## src/hw/rtl/cple_pkg.sv

```systemverilog
// cple_pkg: shared types, codes and defaults of the positional byte list engine.
// No dependencies; every other file of the block uses it by scoped names.

package cple_pkg;

    // Default number of stored bytes
    localparam int CAPACITY_DEF = 128;

    // Field widths fixed by the word formats
    localparam int OP_W    = 3;
    localparam int POS_W   = 8;
    localparam int BYTE_W  = 8;
    localparam int CNT_W   = 8;
    localparam int STAT_W  = 2;

    // Item opcodes
    typedef enum logic [OP_W-1:0] {
        OP_PUSH   = 3'd0,
        OP_INSERT = 3'd1,
        OP_READ   = 3'd2,
        OP_WRITE  = 3'd3,
        OP_DELETE = 3'd4
    } t_opcode;

    // Result status codes
    typedef enum logic [STAT_W-1:0] {
        ST_OK     = 2'd0,
        ST_EMPTY  = 2'd1,
        ST_BADPOS = 2'd2,
        ST_FULL   = 2'd3
    } t_status;

    // What an accepted item has to do once checked
    typedef enum logic [2:0] {
        KIND_NONE,
        KIND_INSERT,
        KIND_WRITE,
        KIND_READ,
        KIND_DELETE
    } t_kind;

    // Controller states
    typedef enum logic [3:0] {
        S_IDLE,
        S_DECODE,
        S_RD_WAIT,
        S_UP_RD,
        S_UP_WR,
        S_INS_WR,
        S_DN_RD,
        S_DN_WR,
        S_DONE
    } t_state;

    // Memory read address select
    typedef enum logic [1:0] {
        RD_IDX,
        RD_K_DN,
        RD_K_UP
    } t_rd_sel;

    // Memory write select
    typedef enum logic {
        WR_IDX_VAL,
        WR_K_RDATA
    } t_wr_sel;

    // Shift cursor update
    typedef enum logic [2:0] {
        K_HOLD,
        K_COUNT,
        K_IDX,
        K_DEC,
        K_INC
    } t_k_op;

    // Entry count update
    typedef enum logic [1:0] {
        CNT_HOLD,
        CNT_INC,
        CNT_DEC
    } t_cnt_op;

    // Result data register update
    typedef enum logic [1:0] {
        D_HOLD,
        D_CLEAR,
        D_RDATA
    } t_data_op;

    // Controller to datapath commands
    typedef struct packed {
        logic     latch_in;
        logic     st_cap;
        logic     rd_en;
        t_rd_sel  rd_sel;
        logic     wr_en;
        t_wr_sel  wr_sel;
        t_k_op    k_op;
        t_cnt_op  cnt_op;
        t_data_op data_op;
        logic     out_load;
    } t_cmd;

    // Datapath to controller status
    typedef struct packed {
        t_kind kind;
        logic  idx_at_end;
        logic  idx_last;
        logic  k_next_idx;
        logic  k_next_last;
        logic  out_free;
    } t_dp_stat;

endpackage

```

## src/hw/rtl/cple_in_if.sv

```systemverilog
// cple_in_if: input word channel of the positional byte list engine.
// Depends on cple_pkg for field widths.

interface cple_in_if;
    logic                          valid;
    logic                          ready;
    logic [cple_pkg::OP_W-1:0]     opcode;
    logic [cple_pkg::POS_W-1:0]    position;
    logic [cple_pkg::BYTE_W-1:0]   value;

    modport source (output valid, output opcode, output position, output value,
                    input ready);
    modport sink   (input valid, input opcode, input position, input value,
                    output ready);
endinterface

```

## src/hw/rtl/cple_out_if.sv

```systemverilog
// cple_out_if: result word channel of the positional byte list engine.
// Depends on cple_pkg for field widths.

interface cple_out_if;
    logic                          valid;
    logic                          ready;
    logic [cple_pkg::BYTE_W-1:0]   data_out;
    logic [cple_pkg::STAT_W-1:0]   status;
    logic [cple_pkg::CNT_W-1:0]    count;

    modport source (output valid, output data_out, output status, output count,
                    input ready);
    modport sink   (input valid, input data_out, input status, input count,
                    output ready);
endinterface

```

## src/hw/rtl/cple_datapath.sv

```systemverilog
// cple_datapath: item registers, entry memory, count, shift cursor and result register.
// Depends on cple_pkg; driven by cple_ctrl through t_cmd, reports through t_dp_stat.

module cple_datapath #(
    parameter int CAPACITY = cple_pkg::CAPACITY_DEF
) (
    input  logic                          i_clk,
    input  logic                          i_rst_n,
    input  cple_pkg::t_cmd                i_cmd,
    output cple_pkg::t_dp_stat            o_stat,
    input  logic [cple_pkg::OP_W-1:0]     i_opcode,
    input  logic [cple_pkg::POS_W-1:0]    i_position,
    input  logic [cple_pkg::BYTE_W-1:0]   i_value,
    input  logic                          i_out_ready,
    output logic                          o_out_valid,
    output logic [cple_pkg::BYTE_W-1:0]   o_data_out,
    output logic [cple_pkg::STAT_W-1:0]   o_status,
    output logic [cple_pkg::CNT_W-1:0]    o_count
);
    localparam int AW  = (CAPACITY > 1) ? $clog2(CAPACITY) : 1;
    localparam int CW  = cple_pkg::CNT_W;
    localparam int BW  = cple_pkg::BYTE_W;
    localparam logic [CW-1:0] CAP = CW'(CAPACITY);

    // Latched item
    logic [cple_pkg::OP_W-1:0]   r_op;
    logic [cple_pkg::POS_W-1:0]  r_pos;
    logic [BW-1:0]               r_val;

    // Working state
    logic [CW-1:0]               r_count, n_count;
    logic [CW-1:0]               r_k, n_k;
    cple_pkg::t_status           r_status;
    logic [BW-1:0]               r_data;

    // Entry memory
    logic [BW-1:0]               r_mem [CAPACITY];
    logic [BW-1:0]               r_rdata;

    // Result register
    logic                        r_out_valid;
    logic [BW-1:0]               r_out_data;
    logic [cple_pkg::STAT_W-1:0] r_out_status;
    logic [CW-1:0]               r_out_count;

    logic [CW-1:0]               w_idx;
    logic [CW:0]                 w_cnt9;
    logic [CW:0]                 w_pos9;
    logic                        w_full;
    logic                        w_rd_ok;
    logic                        w_ins_ok;
    cple_pkg::t_status           w_status;
    cple_pkg::t_kind             w_kind;
    logic [CW-1:0]               w_rd_addr;
    logic [CW-1:0]               w_wr_addr;
    logic [BW-1:0]               w_wr_data;

    // Capture accepted word
    always_ff @(posedge i_clk) begin
        if (i_cmd.latch_in) begin
            r_op  <= i_opcode;
            r_pos <= i_position;
            r_val <= i_value;
        end
    end

    // Decode slot index and checks
    assign w_idx    = (r_op == cple_pkg::OP_PUSH) ? '0 : CW'(r_pos - 8'd1);
    assign w_cnt9   = {1'b0, r_count};
    assign w_pos9   = {1'b0, r_pos};
    assign w_full   = (r_count >= CAP);
    assign w_rd_ok  = (r_pos != '0) && (w_pos9 <= w_cnt9);
    assign w_ins_ok = (r_pos != '0) && (w_pos9 <= w_cnt9 + 9'd1);

    always_comb begin
        w_status = cple_pkg::ST_OK;
        w_kind   = cple_pkg::KIND_NONE;
        unique case (r_op)
            cple_pkg::OP_PUSH: begin
                if (w_full) begin
                    w_status = cple_pkg::ST_FULL;
                end else begin
                    w_kind = cple_pkg::KIND_INSERT;
                end
            end
            cple_pkg::OP_INSERT: begin
                if (!w_ins_ok) begin
                    w_status = cple_pkg::ST_BADPOS;
                end else if (w_full) begin
                    w_status = cple_pkg::ST_FULL;
                end else begin
                    w_kind = cple_pkg::KIND_INSERT;
                end
            end
            cple_pkg::OP_READ, cple_pkg::OP_WRITE, cple_pkg::OP_DELETE: begin
                if (r_count == '0) begin
                    w_status = cple_pkg::ST_EMPTY;
                end else if (!w_rd_ok) begin
                    w_status = cple_pkg::ST_BADPOS;
                end else if (r_op == cple_pkg::OP_READ) begin
                    w_kind = cple_pkg::KIND_READ;
                end else if (r_op == cple_pkg::OP_WRITE) begin
                    w_kind = cple_pkg::KIND_WRITE;
                end else begin
                    w_kind = cple_pkg::KIND_DELETE;
                end
            end
            default: begin
                w_status = cple_pkg::ST_OK;
                w_kind   = cple_pkg::KIND_NONE;
            end
        endcase
    end

    // Report to controller
    assign o_stat.kind        = w_kind;
    assign o_stat.idx_at_end  = (w_idx == r_count);
    assign o_stat.idx_last    = ({1'b0, w_idx} + 9'd1 >= w_cnt9);
    assign o_stat.k_next_idx  = ({1'b0, r_k} == {1'b0, w_idx} + 9'd1);
    assign o_stat.k_next_last = ({1'b0, r_k} + 9'd2 >= w_cnt9);
    assign o_stat.out_free    = !r_out_valid || i_out_ready;

    // Select memory addresses
    always_comb begin
        unique case (i_cmd.rd_sel)
            cple_pkg::RD_IDX:  w_rd_addr = w_idx;
            cple_pkg::RD_K_DN: w_rd_addr = r_k - 8'd1;
            cple_pkg::RD_K_UP: w_rd_addr = r_k + 8'd1;
            default:           w_rd_addr = w_idx;
        endcase
    end

    always_comb begin
        unique case (i_cmd.wr_sel)
            cple_pkg::WR_IDX_VAL: begin
                w_wr_addr = w_idx;
                w_wr_data = r_val;
            end
            cple_pkg::WR_K_RDATA: begin
                w_wr_addr = r_k;
                w_wr_data = r_rdata;
            end
            default: begin
                w_wr_addr = w_idx;
                w_wr_data = r_val;
            end
        endcase
    end

    // Entry memory: one write, one registered read
    always_ff @(posedge i_clk) begin
        if (i_cmd.wr_en) begin
            r_mem[w_wr_addr[AW-1:0]] <= w_wr_data;
        end
        if (i_cmd.rd_en) begin
            r_rdata <= r_mem[w_rd_addr[AW-1:0]];
        end
    end

    // Advance shift cursor and count
    always_comb begin
        unique case (i_cmd.k_op)
            cple_pkg::K_HOLD:  n_k = r_k;
            cple_pkg::K_COUNT: n_k = r_count;
            cple_pkg::K_IDX:   n_k = w_idx;
            cple_pkg::K_DEC:   n_k = r_k - 8'd1;
            cple_pkg::K_INC:   n_k = r_k + 8'd1;
            default:           n_k = r_k;
        endcase
        unique case (i_cmd.cnt_op)
            cple_pkg::CNT_HOLD: n_count = r_count;
            cple_pkg::CNT_INC:  n_count = r_count + 8'd1;
            cple_pkg::CNT_DEC:  n_count = r_count - 8'd1;
            default:            n_count = r_count;
        endcase
    end

    always_ff @(posedge i_clk) begin
        if (!i_rst_n) begin
            r_count <= '0;
        end else begin
            r_count <= n_count;
        end
    end

    always_ff @(posedge i_clk) begin
        r_k <= n_k;
    end

    // Hold status and data for the result word
    always_ff @(posedge i_clk) begin
        if (i_cmd.st_cap) begin
            r_status <= w_status;
        end
        unique case (i_cmd.data_op)
            cple_pkg::D_HOLD:  r_data <= r_data;
            cple_pkg::D_CLEAR: r_data <= '0;
            cple_pkg::D_RDATA: r_data <= r_rdata;
            default:           r_data <= r_data;
        endcase
    end

    // Result register
    always_ff @(posedge i_clk) begin
        if (!i_rst_n) begin
            r_out_valid <= 1'b0;
        end else if (i_cmd.out_load) begin
            r_out_valid <= 1'b1;
        end else if (i_out_ready) begin
            r_out_valid <= 1'b0;
        end
    end

    always_ff @(posedge i_clk) begin
        if (i_cmd.out_load) begin
            r_out_data   <= r_data;
            r_out_status <= r_status;
            r_out_count  <= r_count;
        end
    end

    assign o_out_valid = r_out_valid;
    assign o_data_out  = r_out_data;
    assign o_status    = r_out_status;
    assign o_count     = r_out_count;

    // Count stays within capacity
    a_count_bound: assert property (@(posedge i_clk) disable iff (!i_rst_n)
        r_count <= CAP)
        else $error("entry count above capacity");

    // Writes land inside the memory
    a_wr_bound: assert property (@(posedge i_clk) disable iff (!i_rst_n)
        i_cmd.wr_en |-> (w_wr_addr < CAP))
        else $error("memory write address out of range");

    // Reads only touch stored entries
    a_rd_bound: assert property (@(posedge i_clk) disable iff (!i_rst_n)
        i_cmd.rd_en |-> (w_rd_addr < r_count))
        else $error("memory read beyond stored entries");

endmodule

```

## src/hw/rtl/cple_ctrl.sv

```systemverilog
// cple_ctrl: sequencer for checking, shifting and delivering one word at a time.
// Depends on cple_pkg; commands cple_datapath through t_cmd.

module cple_ctrl (
    input  logic                 i_clk,
    input  logic                 i_rst_n,
    input  logic                 i_in_valid,
    output logic                 o_in_ready,
    input  cple_pkg::t_dp_stat   i_stat,
    output cple_pkg::t_cmd       o_cmd
);
    cple_pkg::t_state r_state, n_state;

    // State register
    always_ff @(posedge i_clk) begin
        if (!i_rst_n) begin
            r_state <= cple_pkg::S_IDLE;
        end else begin
            r_state <= n_state;
        end
    end

    // Next state and commands
    always_comb begin
        n_state          = r_state;
        o_in_ready       = 1'b0;
        o_cmd.latch_in   = 1'b0;
        o_cmd.st_cap     = 1'b0;
        o_cmd.rd_en      = 1'b0;
        o_cmd.rd_sel     = cple_pkg::RD_IDX;
        o_cmd.wr_en      = 1'b0;
        o_cmd.wr_sel     = cple_pkg::WR_IDX_VAL;
        o_cmd.k_op       = cple_pkg::K_HOLD;
        o_cmd.cnt_op     = cple_pkg::CNT_HOLD;
        o_cmd.data_op    = cple_pkg::D_HOLD;
        o_cmd.out_load   = 1'b0;
        unique case (r_state)
            cple_pkg::S_IDLE: begin
                o_in_ready = 1'b1;
                if (i_in_valid) begin
                    o_cmd.latch_in = 1'b1;
                    n_state        = cple_pkg::S_DECODE;
                end
            end
            cple_pkg::S_DECODE: begin
                o_cmd.st_cap  = 1'b1;
                o_cmd.data_op = cple_pkg::D_CLEAR;
                unique case (i_stat.kind)
                    cple_pkg::KIND_INSERT: begin
                        if (i_stat.idx_at_end) begin
                            n_state = cple_pkg::S_INS_WR;
                        end else begin
                            o_cmd.k_op = cple_pkg::K_COUNT;
                            n_state    = cple_pkg::S_UP_RD;
                        end
                    end
                    cple_pkg::KIND_WRITE: begin
                        o_cmd.wr_en = 1'b1;
                        n_state     = cple_pkg::S_DONE;
                    end
                    cple_pkg::KIND_READ, cple_pkg::KIND_DELETE: begin
                        o_cmd.rd_en = 1'b1;
                        n_state     = cple_pkg::S_RD_WAIT;
                    end
                    default: begin
                        n_state = cple_pkg::S_DONE;
                    end
                endcase
            end
            cple_pkg::S_RD_WAIT: begin
                o_cmd.data_op = cple_pkg::D_RDATA;
                if (i_stat.kind == cple_pkg::KIND_DELETE) begin
                    o_cmd.k_op = cple_pkg::K_IDX;
                    if (i_stat.idx_last) begin
                        o_cmd.cnt_op = cple_pkg::CNT_DEC;
                        n_state      = cple_pkg::S_DONE;
                    end else begin
                        n_state = cple_pkg::S_DN_RD;
                    end
                end else begin
                    n_state = cple_pkg::S_DONE;
                end
            end
            // Shift up: read entry below the cursor, then move it up
            cple_pkg::S_UP_RD: begin
                o_cmd.rd_en  = 1'b1;
                o_cmd.rd_sel = cple_pkg::RD_K_DN;
                n_state      = cple_pkg::S_UP_WR;
            end
            cple_pkg::S_UP_WR: begin
                o_cmd.wr_en  = 1'b1;
                o_cmd.wr_sel = cple_pkg::WR_K_RDATA;
                o_cmd.k_op   = cple_pkg::K_DEC;
                if (i_stat.k_next_idx) begin
                    n_state = cple_pkg::S_INS_WR;
                end else begin
                    n_state = cple_pkg::S_UP_RD;
                end
            end
            cple_pkg::S_INS_WR: begin
                o_cmd.wr_en  = 1'b1;
                o_cmd.wr_sel = cple_pkg::WR_IDX_VAL;
                o_cmd.cnt_op = cple_pkg::CNT_INC;
                n_state      = cple_pkg::S_DONE;
            end
            // Shift down: read entry above the cursor, then move it down
            cple_pkg::S_DN_RD: begin
                o_cmd.rd_en  = 1'b1;
                o_cmd.rd_sel = cple_pkg::RD_K_UP;
                n_state      = cple_pkg::S_DN_WR;
            end
            cple_pkg::S_DN_WR: begin
                o_cmd.wr_en  = 1'b1;
                o_cmd.wr_sel = cple_pkg::WR_K_RDATA;
                o_cmd.k_op   = cple_pkg::K_INC;
                if (i_stat.k_next_last) begin
                    o_cmd.cnt_op = cple_pkg::CNT_DEC;
                    n_state      = cple_pkg::S_DONE;
                end else begin
                    n_state = cple_pkg::S_DN_RD;
                end
            end
            // Deliver once the result register is free
            cple_pkg::S_DONE: begin
                if (i_stat.out_free) begin
                    o_cmd.out_load = 1'b1;
                    n_state        = cple_pkg::S_IDLE;
                end
            end
            default: begin
                n_state = cple_pkg::S_IDLE;
            end
        endcase
    end

    // One word in flight: an accepted word drops ready until its result is loaded into the result register
    a_one_in_flight: assert property (@(posedge i_clk) disable iff (!i_rst_n)
        (i_in_valid && o_in_ready) |=> !o_in_ready)
        else $error("second word accepted while one is in flight");

    // Never overwrite a result that has not been taken
    a_load_free: assert property (@(posedge i_clk) disable iff (!i_rst_n)
        o_cmd.out_load |-> i_stat.out_free)
        else $error("result register loaded while occupied");

    // Memory shifts and reads never overlap with a delivery
    a_no_mem_on_load: assert property (@(posedge i_clk) disable iff (!i_rst_n)
        o_cmd.out_load |-> (!o_cmd.wr_en && !o_cmd.rd_en))
        else $error("memory access during result delivery");

endmodule

```

## src/hw/rtl/char_position_list_engine.sv

```systemverilog
// char_position_list_engine: top level of the positional byte list engine.
// Depends on cple_pkg, cple_in_if, cple_out_if, cple_ctrl and cple_datapath.
//
//   channel  dir  modport  word fields
//   i_in     in   sink     opcode[2:0] position[7:0] value[7:0]
//   o_out    out  source   data_out[7:0] status[1:0] count[7:0]
//
// One word at a time. Each accepted word passes S_DECODE; errors, unused opcodes and
// overwrite then go to S_DONE, a read via S_RD_WAIT, a push or insert via an S_UP_RD,
// S_UP_WR pair per entry shifted up and then S_INS_WR, a delete via S_RD_WAIT and an
// S_DN_RD, S_DN_WR pair per entry shifted down. Ready returns as o_out.valid rises.
// Reset clears the entry count and the result valid flag; the memory needs no clearing.
// A stalled result holds in the output register; the next word waits in the final state.

module char_position_list_engine #(
    parameter int CAPACITY = cple_pkg::CAPACITY_DEF
) (
    input  logic              i_clk,
    input  logic              i_rst_n,
    cple_in_if.sink           i_in,
    cple_out_if.source        o_out
);
    cple_pkg::t_cmd     w_cmd;
    cple_pkg::t_dp_stat w_stat;
    logic               w_in_ready;

    assign i_in.ready = w_in_ready;

    // Sequencer
    cple_ctrl u_ctrl (
        .i_clk      (i_clk),
        .i_rst_n    (i_rst_n),
        .i_in_valid (i_in.valid),
        .o_in_ready (w_in_ready),
        .i_stat     (w_stat),
        .o_cmd      (w_cmd)
    );

    // Storage and checks
    cple_datapath #(
        .CAPACITY (CAPACITY)
    ) u_datapath (
        .i_clk       (i_clk),
        .i_rst_n     (i_rst_n),
        .i_cmd       (w_cmd),
        .o_stat      (w_stat),
        .i_opcode    (i_in.opcode),
        .i_position  (i_in.position),
        .i_value     (i_in.value),
        .i_out_ready (o_out.ready),
        .o_out_valid (o_out.valid),
        .o_data_out  (o_out.data_out),
        .o_status    (o_out.status),
        .o_count     (o_out.count)
    );

endmodule
```

## src/flat_wrapper.sv

```systemverilog
// flat-port wrapper written by rule: the top's interface ports become plain ports
module char_position_list_engine_flat 
#(
    parameter int CAPACITY = cple_pkg::CAPACITY_DEF
)
  (i_clk, i_rst_n, i_in_valid, i_in_opcode, i_in_position, i_in_value, i_in_ready, o_out_valid, o_out_data_out, o_out_status, o_out_count, o_out_ready);
  cple_in_if i_in_i ();
  cple_out_if o_out_i ();
  input  logic i_clk;
  input  logic i_rst_n;
  input wire logic [$bits(i_in_i.valid)-1:0] i_in_valid;
  input wire logic [$bits(i_in_i.opcode)-1:0] i_in_opcode;
  input wire logic [$bits(i_in_i.position)-1:0] i_in_position;
  input wire logic [$bits(i_in_i.value)-1:0] i_in_value;
  output wire logic [$bits(i_in_i.ready)-1:0] i_in_ready;
  output wire logic [$bits(o_out_i.valid)-1:0] o_out_valid;
  output wire logic [$bits(o_out_i.data_out)-1:0] o_out_data_out;
  output wire logic [$bits(o_out_i.status)-1:0] o_out_status;
  output wire logic [$bits(o_out_i.count)-1:0] o_out_count;
  input wire logic [$bits(o_out_i.ready)-1:0] o_out_ready;
  assign i_in_i.valid = i_in_valid;
  assign i_in_i.opcode = i_in_opcode;
  assign i_in_i.position = i_in_position;
  assign i_in_i.value = i_in_value;
  assign i_in_ready = i_in_i.ready;
  assign o_out_valid = o_out_i.valid;
  assign o_out_data_out = o_out_i.data_out;
  assign o_out_status = o_out_i.status;
  assign o_out_count = o_out_i.count;
  assign o_out_i.ready = o_out_ready;
  char_position_list_engine #(.CAPACITY(CAPACITY)) u_core (.i_clk(i_clk), .i_rst_n(i_rst_n), .i_in(i_in_i), .o_out(o_out_i));
endmodule
```

## config.mk

```make
export PLATFORM = sky130hd
export DESIGN_NAME = char_position_list_engine_flat
export DESIGN_NICKNAME = d
export VERILOG_FILES = /design/src/hw/rtl/cple_pkg.sv /design/src/hw/rtl/cple_in_if.sv /design/src/hw/rtl/cple_out_if.sv /design/src/hw/rtl/cple_datapath.sv /design/src/hw/rtl/cple_ctrl.sv /design/src/hw/rtl/char_position_list_engine.sv /design/src/flat_wrapper.sv
export SDC_FILE = /design/constraint.sdc
export NUM_CORES = 2
export LEC_CHECK = 0
export BUFFER_PORTS_ARGS = -buffer_cell sky130_fd_sc_hd__buf_2
export CORE_MARGIN = 10
export CORE_UTILIZATION = 45
export DETAILED_ROUTE_END_ITERATION = 10
export SETUP_SLACK_MARGIN = 0.3
export SLEW_MARGIN = 10
export SYNTH_ARGS = -nofsm -noshare
export SYNTH_HDL_FRONTEND = slang
export SYNTH_SLANG_ARGS = --single-unit
```

## constraint.sdc

```tcl
create_clock -name i_clk -period 11.4 [get_ports i_clk]
set_input_delay 2.28 -clock i_clk [delete_from_list [all_inputs] [get_ports i_clk]]
set_output_delay 2.28 -clock i_clk [all_outputs]
set_load 0.01 [all_outputs]
```

==> reports/results.ini <==
[worst_setup_path]
critical_path_required_ps=11940
start_kind=flop
endpoint_of_the_worst_setup_timing_path=u_core.u_datapath.r_rdata[1]
regToRegStartpoint=u_core.u_ctrl.r_state[0]
critPathArrivalTime_ps=6840
critPathLaunch=u_core.u_ctrl.r_state[0]
worst-r2r-cell-count=14
endpoint_kind=flop
r2r_setup_slack_ps=5100
crit_path_max_fanout=64
critical_path.reg2reg.endpoint=u_core.u_datapath.r_rdata[1]
type_of_the_worst_setup_path=reg2reg

[routing]
route.detailed.vias_per_inst=5.91
drt_pass1_iterations=7
wl_mm=132
antenna_violating_nets_post_route=0
drc=0
wire_per_inst_microns=26.0
drt-initial-drc-count=3579
num_vias=30100

[power_and_ir_drop]
power-per-cell-area_mw_per_mm2=187
power_frac_comb_pct=17.7
switching_power_share_of_the_total_pct=28.9
switching_power_mw=2.85
power.clock.fraction_pct=36.0
leakagePower_nw=17.7
vdd_drop_max_mv=0.131
internal_power_mw=7.01
pwr-share-seq_pct=46.3
total_power_mw=9.86

[timing]
worst_slack_ps=5100
clock_skew_ps=40.9
finalHoldViolCount=0
setup_viol_count_final=0
timing.final.max_slew_violations=0
finalCritPeriodShare_pct=55.3
worst_slew_margin_rel_pct=16.1
final_period_minus_worst_setup_slack_ps=6300
finalSetupTns_ps=0
maxClockFrequency_mhz=159
worst_slew_pin_slew_ps=1250
rsz0062_at_grt=false

[clock_tree]
clock_insertion_delay_worst_skew_ps=710
clk_pin_slew_ps=70
cts_num_sinks=1100
cts_bufs_inserted=112
postCtsHoldBufs=0
htree_levels=3
root_buffer=sky130_fd_sc_hd__clkbuf_16
postCtsSetupRepairBufs=0
clock_tree_from_tritoncts=yes
cts_repair_resize_count=0
number_of_buffers_on_the_longest_clock_path=3

[synthesis]
postSynthCellCount=3570
synth.avg_cell_area_sq_um=13.1
seq_area_frac_synth_pct=70.2
mappedNetlistArea_sq_mm=0.0469
yosysWarnings=0
synth-seq-cells=1100
synth_cell_type_count=94
synth_enable_flop_cells=1087
async_reset_ff_share_pct=0
dominantRegCellSynth=sky130_fd_sc_hd__edfxtp_1
synthesis.nets=3648

[finish]
multi_input_area_sq_mm=0.0132
highest_count_cells_in_the_layout_ignoring_fill_and_taps=sky130_fd_sc_hd__edfxtp_1, sky130_fd_sc_hd__nand2_1, sky130_fd_sc_hd__nand3_1
area_growth_pct=12.4
finish.utilization_pct=50.9
area.sequential_sq_mm=0.0329
final_cell_count_no_fill=5091
finish.net_count=3693
drive_above_1_share_pct=11.1
final_common_cell=sky130_fd_sc_hd__edfxtp_1
fill_cells=8633

[global_route]
grt_pass1_wl_mm=194
grt_pass1_vias=28500
grt_start_max_net_pins=151
globalRouteMet1Util_pct=31.9
groute.layer.met2.usage_pct=33.2
antenna_found_initial=7
global_route.peak_usage_layer=met2
grt_usage_pct=21.9
globalRoute.totalOverflow=0
use_met3_pct=4.28

[die]
die_w_microns=343
floorplan.initialDensity_pct=45.3
core-area_sq_mm=0.103
die_area_sq_mm=0.117
fp-row-count=118
design.portCount=43
die_h_microns=343

[place]
placed_cells_incl_taps=4881
gp_congestion=0.867
place.port_buffers=42
pre_cts_ws_ps=5180
hpwl_mm=77.1

[min_path]
holdCritPathClass=reg2reg
worst_hold_path.num_cells=0

[outcome]
status=finished, final reports clean

[flow_run]
timing.max_cap.violations=0

==> stage by stage <==
step           area [sq um]  hold slack (ps)
2_1_floorplan         46900              400
3_3_place_gp          49000              403
3_5_place_dp          49000              405
4_1_cts               52600              418
5_1_grt               52700              437
6_report              52700              416
==> layer usage <==
metal,vias up,part of all wire [%]
met1,15000,43
li1,13600,-
met3,213,9.0
met5,-,0.023
met2,1319,45
met4,4,2.6
==> layout make-up <==
| type | instances | share of cell area, % |
|---|---|---|
| inverter | 42 | 0.299 |
| tap | 1380 | 3.28 |
| clock inverter | 61 | 0.934 |
| timing repair buffer | 155 | 2.13 |
| multi-input combinational | 2204 | 25.1 |
| antenna | 3 | 0.0143 |
| clock buffer | 146 | 5.76 |
| sequential | 1100 | 62.5 |
==> kinds of logic (layout without fill, tap and decap cells) <==
logic type	after synthesis	count (layout)	synth area share, %
flip-flops	1100	1100	70.2
adder cells (fa/ha/maj)	55	55	1.48
XOR/XNOR	43	43	0.862
buffers and inverters	266	404	2.42
AND/OR/NAND/NOR	1491	1491	14.4
other	0	3	0
AO/OA/AOI/OAI	422	422	6.50
multiplexers	193	193	4.19
==> how the worst min path moves through the flow <==
stage	from	to	slack [ps]
floorplan	u_core.u_datapath.r_data[0]	u_core.u_datapath.o_data_out[0]	400
CTS	u_core.u_datapath.r_data[1]	u_core.u_datapath.o_data_out[1]	420
global placement	u_core.u_datapath.r_data[0]	u_core.u_datapath.o_data_out[0]	400
finish	u_core.u_datapath.r_data[1]	u_core.u_datapath.o_data_out[1]	420
detailed placement	u_core.u_datapath.r_data[1]	u_core.u_datapath.o_data_out[1]	400
global route	u_core.u_datapath.r_data[1]	u_core.u_datapath.o_data_out[1]	440
==> sequential cells by signal, indices dropped and copies added (netlist names), 4 cells and up <==
name and flops:
u_core.u_datapath.r_val 8, u_core.u_datapath.r_data 8, u_core.u_datapath.r_mem 1024, u_core.u_datapath.o_count 8, u_core.u_datapath.r_pos 8, u_core.u_datapath.r_count 8, u_core.u_datapath.r_k 8, u_core.u_datapath.o_data_out 8
u_core.u_datapath.r_rdata 8, u_core.u_ctrl.r_state 4
==> synth_stat cells, types with 6 or more instances <==
cell type                   count  share of area, %
sky130_fd_sc_hd__a32o_1        14              0.30
sky130_fd_sc_hd__o22ai_1       14              0.19
sky130_fd_sc_hd__a221o_1        9              0.19
sky130_fd_sc_hd__nand2_1      768               6.2
sky130_fd_sc_hd__mux2i_1      181               3.9
sky130_fd_sc_hd__nand2b_1       9              0.12
sky130_fd_sc_hd__and4_1         8              0.15
sky130_fd_sc_hd__a221oi_1      28              0.52
sky130_fd_sc_hd__a211oi_1      21              0.34
sky130_fd_sc_hd__a31oi_1       39              0.52
sky130_fd_sc_hd__a22oi_1       13              0.21
sky130_fd_sc_hd__nor3_1       146               1.6
sky130_fd_sc_hd__xnor2_1       29              0.54
sky130_fd_sc_hd__buf_4          6             0.096
sky130_fd_sc_hd__o21ai_0       50              0.53
sky130_fd_sc_hd__nand4_1       32              0.43
sky130_fd_sc_hd__a21oi_1       83              0.89
sky130_fd_sc_hd__a311oi_1      22              0.41
sky130_fd_sc_hd__edfxtp_1    1087                70
sky130_fd_sc_hd__buf_1         34              0.27
sky130_fd_sc_hd__a32oi_1       31              0.58
sky130_fd_sc_hd__nand3_1      361               3.9
sky130_fd_sc_hd__buf_2         74              0.79
sky130_fd_sc_hd__dfxtp_1       13              0.56
sky130_fd_sc_hd__nand3b_1       6             0.096
sky130_fd_sc_hd__and3_1        13              0.17
sky130_fd_sc_hd__nor2_1        72              0.58
sky130_fd_sc_hd__mux2_2        10              0.24
sky130_fd_sc_hd__a21o_1         8              0.13
sky130_fd_sc_hd__nor4_1        19              0.25
sky130_fd_sc_hd__inv_1         42              0.34
sky130_fd_sc_hd__o2111ai_1     10              0.19
sky130_fd_sc_hd__clkbuf_1     107              0.86
sky130_fd_sc_hd__and2_1        13              0.17
sky130_fd_sc_hd__ha_1          54               1.4
sky130_fd_sc_hd__nor2b_1       10              0.13
sky130_fd_sc_hd__o211ai_1      15              0.24
sky130_fd_sc_hd__xor2_1        12              0.22
==> critical path, stage by stage (launching register included) <==
cell and delay [ps]:
sky130_fd_sc_hd__dfxtp_1 570, sky130_fd_sc_hd__nand2_1 120, sky130_fd_sc_hd__nor2_1 230, sky130_fd_sc_hd__inv_1 100, sky130_fd_sc_hd__ha_1 310, sky130_fd_sc_hd__buf_4 260, sky130_fd_sc_hd__nor2_1 650, sky130_fd_sc_hd__a22o_4 570
sky130_fd_sc_hd__buf_4 800, sky130_fd_sc_hd__buf_4 870, sky130_fd_sc_hd__mux2i_1 210, sky130_fd_sc_hd__a32o_1 270, sky130_fd_sc_hd__a221oi_1 560, sky130_fd_sc_hd__a22oi_1 290, sky130_fd_sc_hd__a32oi_1 230
==> power groups by stage <==
stage	clock (mW)	sequential [mW]	combinational, mW
after floorplan	0	4.64	1.06
after global placement	0	4.65	1.71
after detailed placement	0	4.65	1.72
after CTS	3.60	4.56	1.72
after global routing	3.76	4.57	1.85
final	3.55	4.56	1.74
(Power assumes the default switching activity.)
